--- src/hdl/assert_macros.svh ---
// ----------------------------------------------------------------------------
// Assertion macros
// Shared concurrent assertion helpers with a clock and an active-low reset.
// ----------------------------------------------------------------------------
`ifndef ASSERT_MACROS_SVH
`define ASSERT_MACROS_SVH

// Plain property checked at every rising edge outside reset.
`define ASSERT_AT(lbl, clk, rst_n, prop, msg) \
  lbl: assert property (@(posedge clk) disable iff (!rst_n) (prop)) else $error(msg);

// Same-cycle implication checked at every rising edge outside reset.
`define ASSERT_IMPLIES(lbl, clk, rst_n, ante, cons, msg) \
  `ASSERT_AT(lbl, clk, rst_n, (ante) |-> (cons), msg)

`endif

--- src/hdl/b64enc_pkg.sv ---
// ----------------------------------------------------------------------------
// b64enc_pkg
// Types, constants and the alphabet lookup shared by the Base64 encoder.
// ----------------------------------------------------------------------------
package b64enc_pkg;

  localparam int unsigned DATA_W          = 8;
  localparam int unsigned CAP_W           = 16;
  localparam int unsigned COUNT_WIDTH_DEF = 16;
  localparam int unsigned MAX_CHARS       = 5;
  localparam int unsigned CHAR_IDX_W      = 3;
  localparam int unsigned QUEUE_DEPTH     = 4;

  localparam logic [CAP_W-1:0]  CAP_RESET = 16'hFFFF;
  localparam logic [DATA_W-1:0] PAD_CHAR  = 8'h3D;
  localparam logic [DATA_W-1:0] NUL_CHAR  = 8'h00;

  // Expanded work for one message byte: its characters in order and how many.
  typedef struct packed {
    logic [MAX_CHARS-1:0][DATA_W-1:0] chars;
    logic [CHAR_IDX_W-1:0]            n_chars;
    logic                             last;
  } b64_plan_t;

  // Map a 6-bit value onto the standard Base64 alphabet.
  function automatic logic [DATA_W-1:0] b64_char(input logic [5:0] v);
    logic [DATA_W-1:0] c;
    begin
      if (v < 6'd26) begin
        c = 8'h41 + {2'b00, v};                  // 'A'..'Z'
      end else if (v < 6'd52) begin
        c = 8'h61 + {2'b00, v} - 8'd26;          // 'a'..'z'
      end else if (v < 6'd62) begin
        c = 8'h30 + {2'b00, v} - 8'd52;          // '0'..'9'
      end else if (v == 6'd62) begin
        c = 8'h2B;                               // '+'
      end else begin
        c = 8'h2F;                               // '/'
      end
      return c;
    end
  endfunction

endpackage

--- src/hdl/b64enc_front.sv ---
// ----------------------------------------------------------------------------
// b64enc_front
// Accepts message bytes, tracks the 3-byte group position and expands each
// byte into its list of output characters, including the end-of-message
// flush, padding and terminator.
// ----------------------------------------------------------------------------
module b64enc_front (
  input  logic                            clk,
  input  logic                            rst_n,
  input  logic                            take,
  input  logic [b64enc_pkg::DATA_W-1:0]   data_byte,
  input  logic                            last_byte,
  output b64enc_pkg::b64_plan_t           plan
);

  typedef enum logic [1:0] {
    PH_0,
    PH_1,
    PH_2
  } phase_t;

  phase_t     phase_r, phase_nxt;
  logic [3:0] left_r, left_nxt;

  // Character list for the current byte.
  always_comb begin
    plan.chars   = '0;
    plan.n_chars = '0;
    plan.last    = last_byte;
    phase_nxt    = PH_0;
    left_nxt     = '0;
    case (phase_r)
      PH_0: begin
        plan.chars[0] = b64enc_pkg::b64_char(data_byte[7:2]);
        plan.chars[1] = b64enc_pkg::b64_char({data_byte[1:0], 4'b0000});
        plan.chars[2] = b64enc_pkg::PAD_CHAR;
        plan.chars[3] = b64enc_pkg::PAD_CHAR;
        plan.chars[4] = b64enc_pkg::NUL_CHAR;
        plan.n_chars  = last_byte ? 3'd5 : 3'd1;
        phase_nxt     = PH_1;
        left_nxt      = {2'b00, data_byte[1:0]};
      end
      PH_1: begin
        plan.chars[0] = b64enc_pkg::b64_char({left_r[1:0], data_byte[7:4]});
        plan.chars[1] = b64enc_pkg::b64_char({data_byte[3:0], 2'b00});
        plan.chars[2] = b64enc_pkg::PAD_CHAR;
        plan.chars[3] = b64enc_pkg::NUL_CHAR;
        plan.n_chars  = last_byte ? 3'd4 : 3'd1;
        phase_nxt     = PH_2;
        left_nxt      = data_byte[3:0];
      end
      PH_2: begin
        plan.chars[0] = b64enc_pkg::b64_char({left_r, data_byte[7:6]});
        plan.chars[1] = b64enc_pkg::b64_char(data_byte[5:0]);
        plan.chars[2] = b64enc_pkg::NUL_CHAR;
        plan.n_chars  = last_byte ? 3'd3 : 3'd2;
        phase_nxt     = PH_0;
        left_nxt      = '0;
      end
      default: begin
        phase_nxt = PH_0;
        left_nxt  = '0;
      end
    endcase
    // A message end always restarts the group.
    if (last_byte) begin
      phase_nxt = PH_0;
      left_nxt  = '0;
    end
  end

  // Group position advances on every accepted beat.
  always_ff @(posedge clk) begin
    if (!rst_n) begin
      phase_r <= PH_0;
      left_r  <= '0;
    end else if (take) begin
      phase_r <= phase_nxt;
      left_r  <= left_nxt;
    end
  end

endmodule

--- src/hdl/b64enc_queue.sv ---
// ----------------------------------------------------------------------------
// b64enc_queue
// Short first-in first-out queue of expanded byte plans between the front
// and the back end.
// ----------------------------------------------------------------------------
module b64enc_queue (
  input  logic                  clk,
  input  logic                  rst_n,
  input  logic                  push,
  input  b64enc_pkg::b64_plan_t push_plan,
  output logic                  full,
  input  logic                  pop,
  output logic                  head_valid,
  output b64enc_pkg::b64_plan_t head_plan
);

  localparam int unsigned DEPTH = b64enc_pkg::QUEUE_DEPTH;
  localparam int unsigned PTR_W = $clog2(DEPTH);
  localparam int unsigned CNT_W = $clog2(DEPTH + 1);

  b64enc_pkg::b64_plan_t slot_r [DEPTH];
  logic [PTR_W-1:0] wr_ptr_r, wr_ptr_nxt;
  logic [PTR_W-1:0] rd_ptr_r, rd_ptr_nxt;
  logic [CNT_W-1:0] fill_r, fill_nxt;
  logic             do_push, do_pop;

  assign full       = (fill_r == CNT_W'(DEPTH));
  assign head_valid = (fill_r != '0);
  assign head_plan  = slot_r[rd_ptr_r];
  assign do_push    = push && !full;
  assign do_pop     = pop && head_valid;

  // Pointer and fill bookkeeping.
  always_comb begin
    wr_ptr_nxt = wr_ptr_r;
    rd_ptr_nxt = rd_ptr_r;
    fill_nxt   = fill_r;
    if (do_push) begin
      wr_ptr_nxt = (wr_ptr_r == PTR_W'(DEPTH - 1)) ? '0 : wr_ptr_r + 1'b1;
    end
    if (do_pop) begin
      rd_ptr_nxt = (rd_ptr_r == PTR_W'(DEPTH - 1)) ? '0 : rd_ptr_r + 1'b1;
    end
    if (do_push && !do_pop) begin
      fill_nxt = fill_r + 1'b1;
    end else if (do_pop && !do_push) begin
      fill_nxt = fill_r - 1'b1;
    end
  end

  always_ff @(posedge clk) begin
    if (!rst_n) begin
      wr_ptr_r <= '0;
      rd_ptr_r <= '0;
      fill_r   <= '0;
    end else begin
      wr_ptr_r <= wr_ptr_nxt;
      rd_ptr_r <= rd_ptr_nxt;
      fill_r   <= fill_nxt;
    end
  end

  // Storage slots carry no reset.
  always_ff @(posedge clk) begin
    if (do_push) begin
      slot_r[wr_ptr_r] <= push_plan;
    end
  end

endmodule

--- src/hdl/b64enc_back.sv ---
// ----------------------------------------------------------------------------
// b64enc_back
// Walks each queued byte plan one character per cycle while the output is not
// stalled, enforces the output capacity, skips the rest of an aborted message
// and drives the output register.
// ----------------------------------------------------------------------------
module b64enc_back #(
  parameter int unsigned COUNT_WIDTH = b64enc_pkg::COUNT_WIDTH_DEF
) (
  input  logic                              clk,
  input  logic                              rst_n,
  input  logic [b64enc_pkg::CAP_W-1:0]      capacity,
  input  logic                              q_valid,
  input  b64enc_pkg::b64_plan_t             q_plan,
  output logic                              q_pop,
  output logic                              out_valid,
  input  logic                              out_ready,
  output logic [b64enc_pkg::DATA_W-1:0]     out_char,
  output logic                              out_eot,
  output logic                              out_ovf
);

  localparam int unsigned CMP_W =
    (COUNT_WIDTH > b64enc_pkg::CAP_W) ? COUNT_WIDTH : b64enc_pkg::CAP_W;

  b64enc_pkg::b64_plan_t                plan_r, plan_nxt;
  logic [b64enc_pkg::CHAR_IDX_W-1:0]    idx_r, idx_nxt;
  logic                                 busy_r, busy_nxt;
  logic                                 drop_r, drop_nxt;
  logic [COUNT_WIDTH-1:0]               count_r, count_nxt;
  logic                                 oval_r, oval_nxt;
  logic [b64enc_pkg::DATA_W-1:0]        ochar_r, ochar_nxt;
  logic                                 oeot_r, oeot_nxt;
  logic                                 oovf_r, oovf_nxt;

  logic can_emit, at_limit, fail, last_char, done;
  logic drop_mid, busy_mid;
  logic [COUNT_WIDTH-1:0] count_mid;

  // Capacity check for the character about to go out.
  assign can_emit  = busy_r && (!oval_r || out_ready);
  assign at_limit  = (CMP_W'(count_r) >= CMP_W'(capacity)) || (&count_r);
  assign fail      = can_emit && at_limit;
  assign last_char = (idx_r == plan_r.n_chars - 1'b1);
  assign done      = can_emit && (at_limit || last_char);
  assign q_pop     = q_valid && (!busy_r || done);

  // State after the current character, then the next plan is taken on top.
  always_comb begin
    drop_mid  = fail ? !plan_r.last : drop_r;
    busy_mid  = done ? 1'b0 : busy_r;
    if (fail || (done && plan_r.last)) begin
      count_mid = '0;
    end else if (can_emit) begin
      count_mid = count_r + 1'b1;
    end else begin
      count_mid = count_r;
    end

    plan_nxt  = plan_r;
    idx_nxt   = (can_emit && !done) ? idx_r + 1'b1 : idx_r;
    busy_nxt  = busy_mid;
    drop_nxt  = drop_mid;
    count_nxt = count_mid;
    if (q_pop) begin
      if (drop_mid) begin
        // Skipped byte: the flagged last byte ends the skipping.
        busy_nxt = 1'b0;
        drop_nxt = !q_plan.last;
      end else begin
        busy_nxt = 1'b1;
        plan_nxt = q_plan;
        idx_nxt  = '0;
      end
    end

    // Output register with back-pressure.
    oval_nxt  = can_emit ? 1'b1 : (out_ready ? 1'b0 : oval_r);
    ochar_nxt = ochar_r;
    oeot_nxt  = oeot_r;
    oovf_nxt  = oovf_r;
    if (fail) begin
      ochar_nxt = b64enc_pkg::NUL_CHAR;
      oeot_nxt  = 1'b1;
      oovf_nxt  = 1'b1;
    end else if (can_emit) begin
      ochar_nxt = plan_r.chars[idx_r];
      oeot_nxt  = plan_r.last && last_char;
      oovf_nxt  = 1'b0;
    end
  end

  // Control state.
  always_ff @(posedge clk) begin
    if (!rst_n) begin
      busy_r  <= 1'b0;
      drop_r  <= 1'b0;
      count_r <= '0;
      idx_r   <= '0;
      oval_r  <= 1'b0;
    end else begin
      busy_r  <= busy_nxt;
      drop_r  <= drop_nxt;
      count_r <= count_nxt;
      idx_r   <= idx_nxt;
      oval_r  <= oval_nxt;
    end
  end

  // Payload registers.
  always_ff @(posedge clk) begin
    plan_r  <= plan_nxt;
    ochar_r <= ochar_nxt;
    oeot_r  <= oeot_nxt;
    oovf_r  <= oovf_nxt;
  end

  assign out_valid = oval_r;
  assign out_char  = ochar_r;
  assign out_eot   = oeot_r;
  assign out_ovf   = oovf_r;

endmodule

--- src/hdl/base64_stream_encoder.sv ---
// Path: an accepted byte's plan is written into the queue slot, then into the
//   back-end plan register; each character then passes the output register.
// Throughput: one character per cycle from the back end unless the output is
//   stalled; a byte expands to 1 to 5 characters (about 1.33 per byte inside
//   a message). The 4-entry queue takes one byte per cycle while not full.
// Reset: synchronous, active low; capacity 65535; only control state clears.
// ----------------------------------------------------------------------------
// base64_stream_encoder
// Streaming Base64 encoder with padding, terminator and a capacity limit.
// ----------------------------------------------------------------------------
`include "assert_macros.svh"

module base64_stream_encoder #(
  parameter int unsigned COUNT_WIDTH = b64enc_pkg::COUNT_WIDTH_DEF
) (
  input  logic                           clk,
  input  logic                           rst_n,
  // Configuration
  input  logic                           cfg_we,
  input  logic [b64enc_pkg::CAP_W-1:0]   cfg_wdata,    // out_capacity
  // Input stream
  input  logic                           in_tvalid,
  output logic                           in_tready,
  input  logic [b64enc_pkg::DATA_W-1:0]  in_tdata,     // [7:0] data_byte
  input  logic                           in_tlast,     // last_byte
  // Output stream
  output logic                           out_tvalid,
  input  logic                           out_tready,
  output logic [b64enc_pkg::DATA_W-1:0]  out_tdata,    // [7:0] char_code
  output logic                           out_tlast,    // end_of_text
  output logic                           out_tuser     // [0] overflow
);

  logic [b64enc_pkg::CAP_W-1:0] cap_r;
  b64enc_pkg::b64_plan_t        front_plan, head_plan;
  logic                         q_full, q_valid, q_pop, in_beat;

  // Capacity register.
  always_ff @(posedge clk) begin
    if (!rst_n) begin
      cap_r <= b64enc_pkg::CAP_RESET;
    end else if (cfg_we) begin
      cap_r <= cfg_wdata;
    end
  end

  assign in_tready = !q_full;
  assign in_beat   = in_tvalid && in_tready;

  // Front end: group tracking and character expansion.
  b64enc_front u_front (
    .clk       (clk),
    .rst_n     (rst_n),
    .take      (in_beat),
    .data_byte (in_tdata),
    .last_byte (in_tlast),
    .plan      (front_plan)
  );

  // Plan queue between front and back.
  b64enc_queue u_queue (
    .clk        (clk),
    .rst_n      (rst_n),
    .push       (in_beat),
    .push_plan  (front_plan),
    .full       (q_full),
    .pop        (q_pop),
    .head_valid (q_valid),
    .head_plan  (head_plan)
  );

  // Back end: character walk, capacity and output register.
  b64enc_back #(
    .COUNT_WIDTH (COUNT_WIDTH)
  ) u_back (
    .clk       (clk),
    .rst_n     (rst_n),
    .capacity  (cap_r),
    .q_valid   (q_valid),
    .q_plan    (head_plan),
    .q_pop     (q_pop),
    .out_valid (out_tvalid),
    .out_ready (out_tready),
    .out_char  (out_tdata),
    .out_eot   (out_tlast),
    .out_ovf   (out_tuser)
  );

  // An abort beat always closes the message.
  `ASSERT_IMPLIES(a_ovf_ends_msg, clk, rst_n, out_tvalid && out_tuser, out_tlast,
    "overflow beat without end mark")
  // An abort beat carries the zero character.
  `ASSERT_IMPLIES(a_ovf_zero_char, clk, rst_n, out_tvalid && out_tuser,
    out_tdata == b64enc_pkg::NUL_CHAR, "overflow beat with nonzero character")
  // Only an end-marked beat (terminator or abort) may carry the zero character.
  `ASSERT_IMPLIES(a_mid_char_nonzero, clk, rst_n, out_tvalid && !out_tlast,
    out_tdata != b64enc_pkg::NUL_CHAR, "zero character before end of message")

endmodule

--- config.mk ---
export PLATFORM = sky130hd
export DESIGN_NAME = base64_stream_encoder
export DESIGN_NICKNAME = d
export VERILOG_FILES = /design/src/hdl/b64enc_pkg.sv /design/src/hdl/b64enc_front.sv /design/src/hdl/b64enc_queue.sv /design/src/hdl/b64enc_back.sv /design/src/hdl/base64_stream_encoder.sv
export VERILOG_INCLUDE_DIRS = /design/src /design/src/hdl
export SDC_FILE = /design/constraint.sdc
export NUM_CORES = 1
export LEC_CHECK = 0
export ABC_AREA = 1
export BUFFER_PORTS_ARGS = -buffer_cell sky130_fd_sc_hd__buf_2
export CORE_MARGIN = 5
export CORE_UTILIZATION = 50
export CTS_CLUSTER_DIAMETER = 50
export DETAILED_ROUTE_END_ITERATION = 12
export GPL_ROUTABILITY_DRIVEN = 0
export PLACE_DENSITY = 0.7
export SLEW_MARGIN = 20
export SYNTH_ARGS = -nofsm -noshare
export SYNTH_HDL_FRONTEND = slang
export SYNTH_HIERARCHICAL = 1
export SYNTH_SLANG_ARGS = --single-unit
export TNS_END_PERCENT = 50
--- constraint.sdc ---
create_clock -name clk -period 6.25 [get_ports clk]
set_input_delay 0 -clock clk [delete_from_list [all_inputs] [get_ports clk]]
set_output_delay 0 -clock clk [all_outputs]
set_load 0.01 [all_outputs]
Yosys cells after proc, flatten, opt, wreduce, memory -nomap -nowiden
Memories as Yosys holds them, arrays and structs flattened. A register that Yosys moved wholly into a read port is not among the register bits.
Cells that the tools add are included.
{"block": "word_totals", "in_bits": 30, "elab_cells": 176, "romBits": 0, "reg_bits": 105, "ramBits": 128, "latch_bits": 0, "memories": 1}
{"block": "classes", "bitwise": 2, "mux": 52, "n_reduce_logical": 33, "magnitude_cmp": 20, "n_shift": 0, "div": 0, "eq_ne": 10, "n_addsub": 37, "mul": 0}
{"memory": "u_queue.slot_r", "words": 4, "width": 32, "rd": 1, "rd_ports_with_merged_regs": 1, "wr": 1, "line": "b64enc_queue.sv:21", "rtl": "b64enc_pkg::b64_plan_t slot_r [DEPTH];"}
{"cell": "8-bit 2-to-1 mux", "count": 19}
{"cell": "7-bit by 6-bit adder with 8-bit output, first input constant", "count": 12}
{"cell": "25-bit case mux with 3 select lines", "count": 1}
{"cell": "6-bit less-than comparator, second input constant", "count": 12}
{"cell": "8-bit by 5-bit subtractor with 8-bit output, second input constant", "count": 6}
{"cell": "8-bit by 6-bit subtractor with 8-bit output, second input constant", "count": 6}
{"cell": "6-bit by 6-bit adder with 7-bit output, first input constant", "count": 6}
{"cell": "6-bit by 5-bit less-than comparator with 1-bit output, second input constant", "count": 6}
{"cell": "3-bit 2-to-1 mux", "count": 11}
{"cell": "8-bit binary-select mux with 3-bit select", "count": 1}
{"cell": "6-bit equality test, second input constant", "count": 4}
{"cell": "16-bit by 1-bit adder with 16-bit output, second input constant", "count": 1}
{"cell": "16-bit greater-or-equal comparator", "count": 1}
{"cell": "16-bit AND reduction", "count": 1}
{"cell": "1-bit logical AND", "count": 12}
{"cell": "1-bit 2-to-1 mux", "count": 11}
{"cell": "2-bit 2-to-1 mux", "count": 5}
{"cell": "1-bit logical NOT", "count": 8}
{"cell": "4-bit case mux with 2 select lines", "count": 1}
{"cell": "3-bit by 1-bit adder with 3-bit output, second input constant", "count": 2}
{"cell": "2-bit equality test, second input constant", "count": 3}
{"cell": "6-bit 2-to-1 mux", "count": 1}
{"cell": "2-bit nonzero test", "count": 3}
{"cell": "3-bit by 1-bit subtractor with 3-bit output, second input constant", "count": 2}
{"cell": "13 further kinds", "count": 19}

Depth between registers and ports, before layout
Gate-level depths: netlist of the first run.
{"block": "logic_depth", "depth_word": 10, "ltp_mapped": 25}

Hierarchy
The synthesis of the first run kept the hierarchy.
{"mod": "b64enc_queue", "seq_area_each_um2": 5465.2, "cells_each": 496, "area_each_um2": 7101.8, "n_inst": 1}
{"mod": "b64enc_back", "seq_area_each_um2": 1961.9, "cells_each": 365, "area_each_um2": 3568.4, "n_inst": 1}
{"mod": "b64enc_front", "seq_area_each_um2": 120.1, "cells_each": 428, "area_each_um2": 2572.5, "n_inst": 1}
{"mod": "base64_stream_encoder", "seq_area_each_um2": 320.3, "cells_each": 73, "area_each_um2": 665.6, "n_inst": 1}

Worst setup path before layout of the first run
Ideal clock, no wire load.
{"block": "synth_path", "path_kind": "register -> register", "from": "reg u_queue.fill_r[1]", "to": "mem u_queue/slot_r[0][0] (netlist bit) (enable)", "path_stages_with_launch": 7, "setup_time_ns": 0.446, "slack_ns": 2.994, "arrival_ns": 2.810, "n_path_buf": 0, "path_cell_list": "dfxtp_1 -> nor2_1 -> nand2_1 -> inv_1 -> nor2_1 -> nand2_1 -> nor2_1"}
{"block": "synth_between", "elab_chain_cells": 6}
{"element": "start: declaration", "line": "b64enc_queue.sv:24", "rtl": "logic [CNT_W-1:0] fill_r, fill_nxt;"}
{"element": "start signal: assignment", "line": "b64enc_queue.sv:59", "rtl": "fill_r <= fill_nxt;"}
{"element": "3-bit equality test", "line": "b64enc_queue.sv:27", "rtl": "assign full = (fill_r == CNT_W'(DEPTH));"}
{"element": "via q_full", "line": "base64_stream_encoder.sv:36", "rtl": "logic q_full, q_valid, q_pop, in_beat;"}
{"element": "1-bit logical NOT", "line": "base64_stream_encoder.sv:47", "rtl": "assign in_tready = !q_full;"}
{"element": "1-bit logical AND", "line": "base64_stream_encoder.sv:48", "rtl": "assign in_beat = in_tvalid && in_tready;"}
{"element": "via in_beat", "line": "base64_stream_encoder.sv:36"}
{"element": "1-bit logical AND", "line": "b64enc_queue.sv:30", "rtl": "assign do_push = push && !full;"}
{"element": "1-bit 2-to-1 mux", "line": "b64enc_queue.sv:65", "rtl": "if (do_push) begin"}
{"element": "1-bit 2-to-1 mux (implied by the code)", "line": "b64enc_queue.sv:66", "rtl": "slot_r[wr_ptr_r] <= push_plan;"}
{"element": "end: declaration", "line": "b64enc_queue.sv:21"}
The timed path passes the listed nets, and every way through them passes these cells.

Final worst setup path of the first run
{"block": "layout_path", "from": "reg u_back/idx_r[0] (netlist bit)", "to": "reg u_queue.fill_r[2]"}
{"block": "layout_between", "elab_chain_cells": 9, "word_cells_on_any_way": 11}
{"element": "start: declaration", "line": "b64enc_back.sv:27", "rtl": "logic [b64enc_pkg::CHAR_IDX_W-1:0] idx_r, idx_nxt;"}
{"element": "start signal: assignment", "line": "b64enc_back.sv:105", "rtl": "idx_r <= idx_nxt;"}
{"element": "3-bit equality test *", "line": "b64enc_back.sv:44", "rtl": "assign last_char = (idx_r == plan_r.n_chars - 1'b1);"}
{"element": "1-bit logical OR *", "line": "b64enc_back.sv:45", "rtl": "assign done = can_emit && (at_limit || last_char);"}
{"element": "1-bit logical AND *", "line": "b64enc_back.sv:45"}
{"element": "1-bit logical OR *", "line": "b64enc_back.sv:46", "rtl": "assign q_pop = q_valid && (!busy_r || done);"}
{"element": "1-bit logical AND *", "line": "b64enc_back.sv:46"}
{"element": "via q_pop", "line": "base64_stream_encoder.sv:36"}
{"element": "1-bit logical AND *", "line": "b64enc_queue.sv:31", "rtl": "assign do_pop = pop && head_valid;"}
{"element": "1-bit logical NOT", "line": "b64enc_queue.sv:44", "rtl": "if (do_push && !do_pop) begin"}
{"element": "1-bit logical AND", "line": "b64enc_queue.sv:44"}
{"element": "3-bit 2-to-1 mux / 2-bit nonzero test (equally long branches)"}
The timed path passes the listed nets; every way through them passes the cells marked *.
A chain may end at the register's enable or synchronous reset.

==> insert_results.sql, run 1 <==
INSERT INTO impl_metrics (metric_group, metric, value, unit) VALUES
('detailed_routing', 'postRouteAntennaNets', '0', ''),
('setup_path', 'cp_slowest_cell', 'sky130_fd_sc_hd__dfxtp_1', ''),
('final_layout', 'areaGrowthSynthToFinish', '13.1', '%'),
('sta', 'final_setup_viols', '0', ''),
('grt', 'number_of_global_route_vias_before_repair', '9572', ''),
('floorplanning', 'fp.dieH', '177', 'um'),
('clocking', 'tritoncts', 'done', ''),
('setup_path', 'timing.critical_path.to_type', 'flop', ''),
('detailed_routing', 'drt-initial-drc-count', '766', ''),
('yosys', 'synth_enable_flop_cells', '220', ''),
('final_layout', 'antennaDiodeCount', '0', ''),
('pwr', 'power.internal', '4.12', 'mW'),
('clocking', 'cts_resized', '0', ''),
('pwr', 'comb_power_share', '26.6', '%'),
('pwr', 'net-switching-power', '1.99', 'mW'),
('yosys', 'synth-seq-cells', '283', ''),
('final_layout', 'layout.cells.non_filler', '1834', ''),
('grt', 'wire_length_of_the_first_global_routing_pass', '48400', 'um'),
('yosys', 'netlist.top_cell.by_area', 'sky130_fd_sc_hd__edfxtp_1', ''),
('floorplanning', 'io-pin-count', '42', ''),
('pwr', 'power.density', '388', 'nW/um^2'),
('detailed_routing', 'drt-pass1-iter-count', '6', ''),
('sta', 'rsz0062_at_grt', 'no', ''),
('sta', 'worst_pin_slew', '0.856', 'ns'),
('yosys', 'synth_top_area_share', '47.5', '%'),
('yosys', 'synth_flop_type', 'sky130_fd_sc_hd__edfxtp_1', ''),
('setup_path', 'critPathLaunchType', 'flop', ''),
('detailed_routing', 'wl_per_cell', '16.1', 'um'),
('floorplanning', 'die-area', '31300', 'um^2'),
('setup_path', 'worst_ep_required_time', '6.68', 'ns'),
('pwr', 'power_frac_clock', '28.6', '%'),
('place', 'buffer_ports.inserted', '41', ''),
('sta', 'min_period', '3.03', 'ns'),
('pwr', 'vdd_ir_drop_max', '287', 'uV'),
('detailed_routing', 'drt_drc_violations_left', '0', ''),
('final_layout', 'drive_above_1_share', '15.5', '%'),
('clocking', 'cts_num_sinks', '283', ''),
('clocking', 'cts-root-to-sink-buffers', '3', ''),
('floorplanning', 'placement_rows', '61', ''),
('final_layout', 'final_core_utilization', '56.9', '%'),
('sta', 'slew_margin_rel', '42.8', '%'),
('setup_path', 'timing.critical_path.arrival', '3.46', 'ns'),
('yosys', 'ys_top_cells_by_area', 'sky130_fd_sc_hd__edfxtp_1, sky130_fd_sc_hd__dfxtp_1, sky130_fd_sc_hd__nand2_1', ''),
('yosys', 'proportion_of_synthesized_flip_flops_having_asynchronous_set_or_reset', '0', '%'),
('outcome', 'run_status', 'completed', ''),
('job', 'cap_violations', '0', ''),
('pwr', 'power.share.switching', '32.6', '%'),
('clocking', 'insertion_delay', '0.54', 'ns'),
('floorplanning', 'die_x', '177', 'um'),
('setup_path', 'critical_path.cell_chain', 'inv_2 -> nand2_1 -> a21oi_1 -> nand2_1 -> nand3_1 -> nand2_1 -> nand2_1 -> nand2_1 -> clkinv_1 -> nand2_1 -> ha_1 -> inv_1 -> fa_1 -> inv_1 -> nand2_1 -> nand3_1 -> nand2_1 -> inv_1 -> nor2_1', ''),
('yosys', 'syn_area_per_cell', '10.2', 'um^2'),
('place', 'detailed_place_hpwl', '18000', 'um'),
('yosys', 'post_synth_inst_count', '1362', ''),
('yosys', 'yosys_warnings', '6', ''),
('detailed_routing', 'total_vias_in_the_final_route', '9771', ''),
('hold_path', 'holdCritPathClass', 'input port to flop', ''),
('sta', 'totalNegativeSetupSlack', '0', 'ns'),
('clocking', 'ctsHtreeMaxLevel', '1', ''),
('setup_path', 'path_class', 'flop to flop', ''),
('clocking', 'cts.reportedPaths.clkPinSlew', '0.06', 'ns'),
('clocking', 'cts_root_buffer_type', 'sky130_fd_sc_hd__clkbuf_16', ''),
('pwr', 'power.leakage', '5.98', 'nW'),
('setup_path', 'cp_common_cell', 'sky130_fd_sc_hd__nand2_1', ''),
('place', 'placed_cells_incl_taps', '1727', ''),
('detailed_routing', 'final_wirelength', '29500', 'um'),
('yosys', 'synth_sequential_area_ratio', '56.6', '%'),
('floorplanning', 'initial_utilization', '50.3', '%'),
('clocking', 'cts_hold_buf', '55', ''),
('yosys', 'complex_gate_fraction_of_the_synthesized_area', '11.7', '%'),
('yosys', 'synth-adder-area-share', '4.28', '%'),
('clocking', 'tritoncts.num_buffers', '28', '');
==> metrics by stage <==
stage	instance area (um^2)	total power, mW	setup slack (ns)	hold slack [ns]
2_1_floorplan	14000	3.92	2.99	0.120
3_5_place_dp	14200	4.37	3.28	0.221
6_report	15700	6.10	3.22	0.0299
5_1_grt	15700	6.46	2.86	0.0460
3_3_place_gp	14200	4.33	3.36	0.217
4_1_cts	15700	6.14	3.24	0.0168
==> worst paths after layout <==
kind / end / cells past startpoint / slack (ns) / start
worst max-delay path: u_queue/fill_r[2] / 19 / 3.22 / u_back/idx_r[0]
worst min-delay path: u_queue/fill_r[2] / 3 / 0.03 / rst_n
worst max register to register: u_queue/fill_r[2] / 19 / 3.22 / u_back/idx_r[0]
worst min register to register: u_back/out_ovf / 2 / 0.47 / u_back/out_ovf
==> Yosys cell counts (all sizes together), types with 2 or more instances <==
master,n
a22oi,9
edfxtp,220
dfxtp,63
xnor2,11
nand4,9
a211oi,2
buf,64
nor2,205
inv,106
o211ai,13
a21oi,51
o21ai,137
nand3,91
clkinv,4
a31oi,3
nor3,4
ha,46
clkbuf,10
nand2,233
o221ai,8
o22ai,44
xor2,19
==> worst max-delay path, delay by kind of cell, from the launching register on <==
kind            cells  cell delay [ns]
fa+ha+maj           2             0.58
simple gates       11             0.96
compound gates      1             0.09
flops               1             0.71
buf+inv             5             0.59
==> cell usage in the layout (no fill, tap or decap), drive strengths merged, types with 2 or more instances in the layout <==
cell type / count
nand2: 233
edfxtp: 220
nor2: 205
o21ai: 137
inv: 110
nand3: 91
dfxtp: 63
dlygate4sd3: 55
a21oi: 51
buf: 48
ha: 46
o22ai: 44
clkbuf: 38
xor2: 19
conb: 14
o211ai: 13
xnor2: 11
clkinv: 10
a22oi: 9
nand4: 9
o221ai: 8
bufinv: 4
nor3: 4
a31oi: 3
a211oi: 2
==> logic make-up (layout without fill, tap and decap cells) <==
group,after synthesis,after routing
xor+xnor,30,30
compound gates,273,273
buf+inv,184,265
other cells,1,14
simple gates,544,544
flops,283,283
fa+ha+maj,47,47
==> power by group through the flow <==
stage	Clock, mW	Combinational, mW	Sequential (mW)
finish	1.75	1.62	2.73
global route	1.86	1.84	2.77
CTS	1.78	1.63	2.74
detailed placement	0	1.59	2.77
global placement	0	1.56	2.77
floorplan	0	1.23	2.69
==> layer usage <==
metal / wire length [um] / GRT usage (%)
met2: 14300 / 32.7
met4: 614 / 5.03
met3: 1440 / 1.92
met1: 13200 / 26.1
met5: 0 / 0
==> final cells by class <==
class	count	area [um^2]	share of cell area, %
clock buffer	38	805	5.11
clock inverter	14	178	1.13
multi-input combinational	908	5160	32.8
sequential	283	7870	50.0
inverter	110	438	2.78
timing repair buffer	103	808	5.14
tap	378	473	3.01
==> registers in the layout, summed over array words and instances, names as in the netlist, named ones only <==
signal and cells:
cap_r 16, u_back/out_eot 1, u_queue/fill_r 3, u_back/plan_r 44
u_queue/slot_r 176, u_back/out_ovf 1, u_back/out_char 8, u_back/count_r 16
u_back/drop_r 1, u_front/left_r 4, u_queue/rd_ptr_r 2, u_back/out_valid 1
u_back/busy_r 1, u_front/phase_r 2, u_queue/wr_ptr_r 2, u_back/idx_r 3
(Power assumes the default switching activity.)
==> run 2, diff against run 1 <==
--- a/config.mk
+++ b/config.mk
@@ -6,7 +6,7 @@
 export SDC_FILE = /design/constraint.sdc
 export NUM_CORES = 1
 export LEC_CHECK = 0
-export ABC_AREA = 1
+export ABC_AREA = 0
 export BUFFER_PORTS_ARGS = -buffer_cell sky130_fd_sc_hd__buf_2
 export CORE_MARGIN = 5
 export CORE_UTILIZATION = 50
==> constraint.sdc (replaced) <==
create_clock -name clk -period 3 [get_ports clk]
set_input_delay 0 -clock clk [delete_from_list [all_inputs] [get_ports clk]]
set_output_delay 0 -clock clk [all_outputs]
set_load 0.01 [all_outputs]
==> run 2 against run 1 <==
Sequential cell count is the same. Register-to-register slack worse by 3.2 ns. Combinational power is 77% higher. Die area decreased by 3.2%. Final cell count fell by 21%. Hold slack better by 0.0077 ns. Global-route usage down 0.98 points. Worst setup slack got worse by 3.2 ns. Sequential power rose by 100%. Utilization increased by 1.2 points. Maximum frequency grew 2.8%. Critical path type unchanged. Largest power group unchanged.
==> insert_results.sql, run 2 <==
INSERT INTO impl_metrics (metric_group, metric, value, unit) VALUES
('outcome', 'run_status', 'completed', ''),
('final_layout', 'layout.filler_cells', '2091', ''),
('final_layout', 'areaGrowthSynthToFinish', '15.6', '%'),
('yosys', 'netlist_top_cells_count', 'sky130_fd_sc_hd__edfxtp_1, sky130_fd_sc_hd__nand2_1, sky130_fd_sc_hd__dfxtp_1, sky130_fd_sc_hd__mux4_2, sky130_fd_sc_hd__ha_1', ''),
('sta', 'timing.clock.skew', '0.0177', 'ns'),
('pwr', 'power.leakage', '5.58', 'nW'),
('sta', 'slew_margin_rel', '28.9', '%'),
('floorplanning', 'design.core.area', '26700', 'um^2'),
('grt', 'wire_length_of_the_first_global_routing_pass', '45100', 'um'),
('sta', 'final_critical_path_setup_slack', '0.0540', 'ns'),
('sta', 'hold-worst-slack', '0.0377', 'ns'),
('floorplanning', 'die_x', '174', 'um'),
('setup_path', 'critical_path.n_buffers_inverters', '2', ''),
('yosys', 'synth.distinct_cells', '87', ''),
('clocking', 'cts.reportedPaths.clkPinSlew', '0.06', 'ns'),
('job', 'cap_violations', '0', ''),
('place', 'placement.cell_area', '14000', 'um^2'),
('floorplanning', 'io-pin-count', '42', ''),
('final_layout', 'layout_commonest_cell', 'sky130_fd_sc_hd__edfxtp_1', ''),
('floorplanning', 'initial_utilization', '50.3', '%'),
('floorplanning', 'fp.dieH', '174', 'um'),
('sta', 'rsz0062_at_grt', 'yes', ''),
('yosys', 'ys_top_cells_by_area', 'sky130_fd_sc_hd__edfxtp_1, sky130_fd_sc_hd__dfxtp_1, sky130_fd_sc_hd__mux4_2', ''),
('sta', 'final-hold-violation-count', '0', ''),
('setup_path', 'critical_path.cell_chain', 'inv_2 -> ha_4 -> nand2b_4 -> a2111o_1 -> o2111ai_2 -> nand4_1 -> a22o_1 -> o31ai_4 -> ha_2 -> inv_2 -> fa_2 -> xor2_1 -> or3_1 -> a21boi_1', ''),
('clocking', 'insertion_delay', '0.54', 'ns'),
('setup_path', 'crit_family', 'compound AO/OA/AOI/OAI gates', ''),
('hold_path', 'min_path_cells', '4', ''),
('setup_path', 'critPathLaunchType', 'flop', ''),
('final_layout', 'design_area', '15500', 'um^2'),
('clocking', 'cts_num_sinks', '283', ''),
('pwr', 'p_total', '11.8', 'mW'),
('final_layout', 'drive_above_1_share', '19.7', '%'),
('final_layout', 'final_net_count', '1166', ''),
('hold_path', 'holdCritPathClass', 'input port to flop', ''),
('place', 'buffer_ports.inserted', '41', ''),
('pwr', 'vdd_ir_drop_max', '504', 'uV'),
('final_layout', 'multi_input_comb_area', '5010', 'um^2'),
('grt', 'grt_antenna_before_repair', '0', ''),
('yosys', 'synth-seq-cells', '283', ''),
('detailed_routing', 'total_vias_in_the_final_route', '8334', ''),
('final_layout', 'final_core_utilization', '58.1', '%'),
('setup_path', 'cp_slowest_stage_delay', '0.37', 'ns'),
('clocking', 'cts-root-to-sink-buffers', '3', ''),
('final_layout', 'register_area', '7870', 'um^2'),
('floorplanning', 'placement_rows', '60', ''),
('clocking', 'tritoncts', 'done', ''),
('sta', 'totalNegativeSetupSlack', '0', 'ns'),
('grt', 'leftover_overflow_at_the_end_of_global_routing', '0', ''),
('yosys', 'synth_top_area_share', '49.2', '%'),
('final_layout', 'top_regs', 'u_queue/slot_r x176, u_back/plan_r x44', ''),
('final_layout', 'layout.cells.non_filler', '1452', ''),
('place', 'placed_cells_incl_taps', '1348', ''),
('clocking', 'cts_root_buffer_type', 'sky130_fd_sc_hd__clkbuf_16', ''),
('final_layout', 'regMostFlops', 'u_queue/slot_r', ''),
('yosys', 'synth_flop_type', 'sky130_fd_sc_hd__edfxtp_1', ''),
('yosys', 'syn_area_per_cell', '13.7', 'um^2'),
('yosys', 'yosys_warnings', '6', ''),
('sta', 'final_setup_viols', '0', ''),
('detailed_routing', 'final_wirelength', '27300', 'um'),
('yosys', 'leading_cell_type_by_number_of_instances_after_synthesis', 'sky130_fd_sc_hd__edfxtp_1', ''),
('place', 'placement.setup.worst_slack', '-0.287', 'ns'),
('setup_path', 'crit_fanout', '2', ''),
('detailed_routing', 'vias_per_cell', '5.74', ''),
('setup_path', 'cp_common_cell', 'sky130_fd_sc_hd__inv_2', ''),
('final_layout', 'antennaDiodeCount', '0', ''),
('grt', 'number_of_global_route_vias_before_repair', '8482', ''),
('yosys', 'netlist.top_cell.by_area', 'sky130_fd_sc_hd__edfxtp_1', ''),
('grt', 'grt_start_max_net_pins', '45', ''),
('detailed_routing', 'postRouteAntennaNets', '0', ''),
('detailed_routing', 'drt_drc_violations_left', '0', ''),
('clocking', 'ctsHtreeMaxLevel', '1', ''),
('yosys', 'synthesis.area', '13400', 'um^2'),
('final_layout', 'mostFrequentLayoutCells', 'sky130_fd_sc_hd__edfxtp_1, sky130_fd_sc_hd__nand2_1, sky130_fd_sc_hd__dfxtp_1', ''),
('yosys', 'synth_enable_flop_cells', '220', ''),
('yosys', 'post_synth_inst_count', '982', ''),
('floorplanning', 'die-area', '30300', 'um^2'),
('setup_path', 'timing.critical_path.arrival', '3.40', 'ns'),
('setup_path', 'path_class', 'flop to flop', ''),
('detailed_routing', 'drt-pass1-iter-count', '5', ''),
('setup_path', 'worst-r2r-cell-count', '14', ''),
('yosys', 'synth_sequential_area_ratio', '58.5', '%'),
('sta', 'min_period', '2.95', 'ns'),
('final_layout', 'largest_register_ff_count', '176', ''),
('sta', 'maxClockFrequency', '339', 'MHz'),
('detailed_routing', 'drt-initial-drc-count', '588', ''),
('sta', 'worst_pin_slew', '1.06', 'ns'),
('clocking', 'tritoncts.num_buffers', '28', ''),
('detailed_routing', 'wl_per_cell', '18.8', 'um'),
('place', 'detailed_place_hpwl', '17000', 'um'),
('setup_path', 'timing.critical_path.to_type', 'flop', ''),
('setup_path', 'cp_slowest_cell', 'sky130_fd_sc_hd__a2111o_1', ''),
('yosys', 'proportion_of_synthesized_flip_flops_having_asynchronous_set_or_reset', '0', '%'),
('pwr', 'power.density', '761', 'nW/um^2'),
('grt', 'global_route.usage.total', '18.1', '%'),
('sta', 'min_period_over_period', '98.2', '%'),
('setup_path', 'worst_ep_required_time', '3.45', 'ns'),
('setup_path', 'cp_num_cells', '14', ''),
('sta', 'final_max_slew_violation_count', '0', '');
[run 2: changes by cell type after synthesis, moves of 18 or more]
cell | before | now
sky130_fd_sc_hd__o22ai_1 | 34 | 4
sky130_fd_sc_hd__mux4_2 | 0 | 48
sky130_fd_sc_hd__mux2i_1 | 0 | 26
sky130_fd_sc_hd__nand2_2 | 26 | 0
sky130_fd_sc_hd__inv_1 | 82 | 42
sky130_fd_sc_hd__nand2_1 | 199 | 82
sky130_fd_sc_hd__nor2_1 | 169 | 43
sky130_fd_sc_hd__o21ai_0 | 122 | 27
sky130_fd_sc_hd__and2_1 | 0 | 18
sky130_fd_sc_hd__nand3_1 | 76 | 26
sky130_fd_sc_hd__a21oi_1 | 48 | 28
sky130_fd_sc_hd__nor2_2 | 22 | 0
[run 2: metal layers]
layer	track usage [%]	part of all wire, %	vias up
met5	0	0	-
met4	3.73	1.6	0
met3	2.89	5.6	35
met2	31.6	50	264
met1	24.1	43	4107
li1	-	-	3928
[run 2: what timing repair did]
action / 4_1_cts / 5_1_grt
hold endpoints to repair: 26 / 0
pin swaps: 5 / 5
endpoints found under the setup margin: 1 / 45
hold buffers: 51 / 0
gates cloned: 0 / 0
buffers inserted: 1 / 0
resized for setup: 9 / 9
[run 2: final cells by class]
class	instances	area share [%]
clock inverters	16	1.22
multi-input cells	595	32.2
flip-flops and latches	283	50.7
clock buffers	36	4.70
repair buffers	137	7.35
inverters	44	1.06
well taps	341	2.75
[run 2: power by group]
part           internal [mW]  total, mW  switching (mW)
combinational           1.35       2.87            1.52
clock                   2.07       3.46            1.40
sequential              5.19       5.48           0.292
[run 2: cell families after synthesis]
logic type | share of synthesized area (%)
fa+ha+maj | 4.43
other cells | 0.0279
mux | 11.3
simple gates | 9.84
buf+inv | 5.09
flops | 58.5
xor+xnor | 1.94
compound gates | 8.87
[run 2: final timing paths]
path	startpoint	to	slack, ns
setup / recovery	u_back/count_r[0]	u_queue/fill_r[2]	0.05
hold / removal	out_tready	u_back/out_valid	0.04
setup reg to reg	u_back/count_r[0]	u_queue/fill_r[2]	0.05
hold reg to reg	u_back/out_eot	u_back/out_eot	0.45
[run 2: worst register-to-register path, stage by stage (launching register included)]
cell and delay (ns):
sky130_fd_sc_hd__dfxtp_2 0.33, sky130_fd_sc_hd__inv_2 0.04, sky130_fd_sc_hd__ha_4 0.20, sky130_fd_sc_hd__nand2b_4 0.13
sky130_fd_sc_hd__a2111o_1 0.37, sky130_fd_sc_hd__o2111ai_2 0.09, sky130_fd_sc_hd__nand4_1 0.15, sky130_fd_sc_hd__a22o_1 0.25
sky130_fd_sc_hd__o31ai_4 0.07, sky130_fd_sc_hd__ha_2 0.23, sky130_fd_sc_hd__inv_2 0.04, sky130_fd_sc_hd__fa_2 0.32
sky130_fd_sc_hd__xor2_1 0.17, sky130_fd_sc_hd__or3_1 0.32, sky130_fd_sc_hd__a21boi_1 0.15
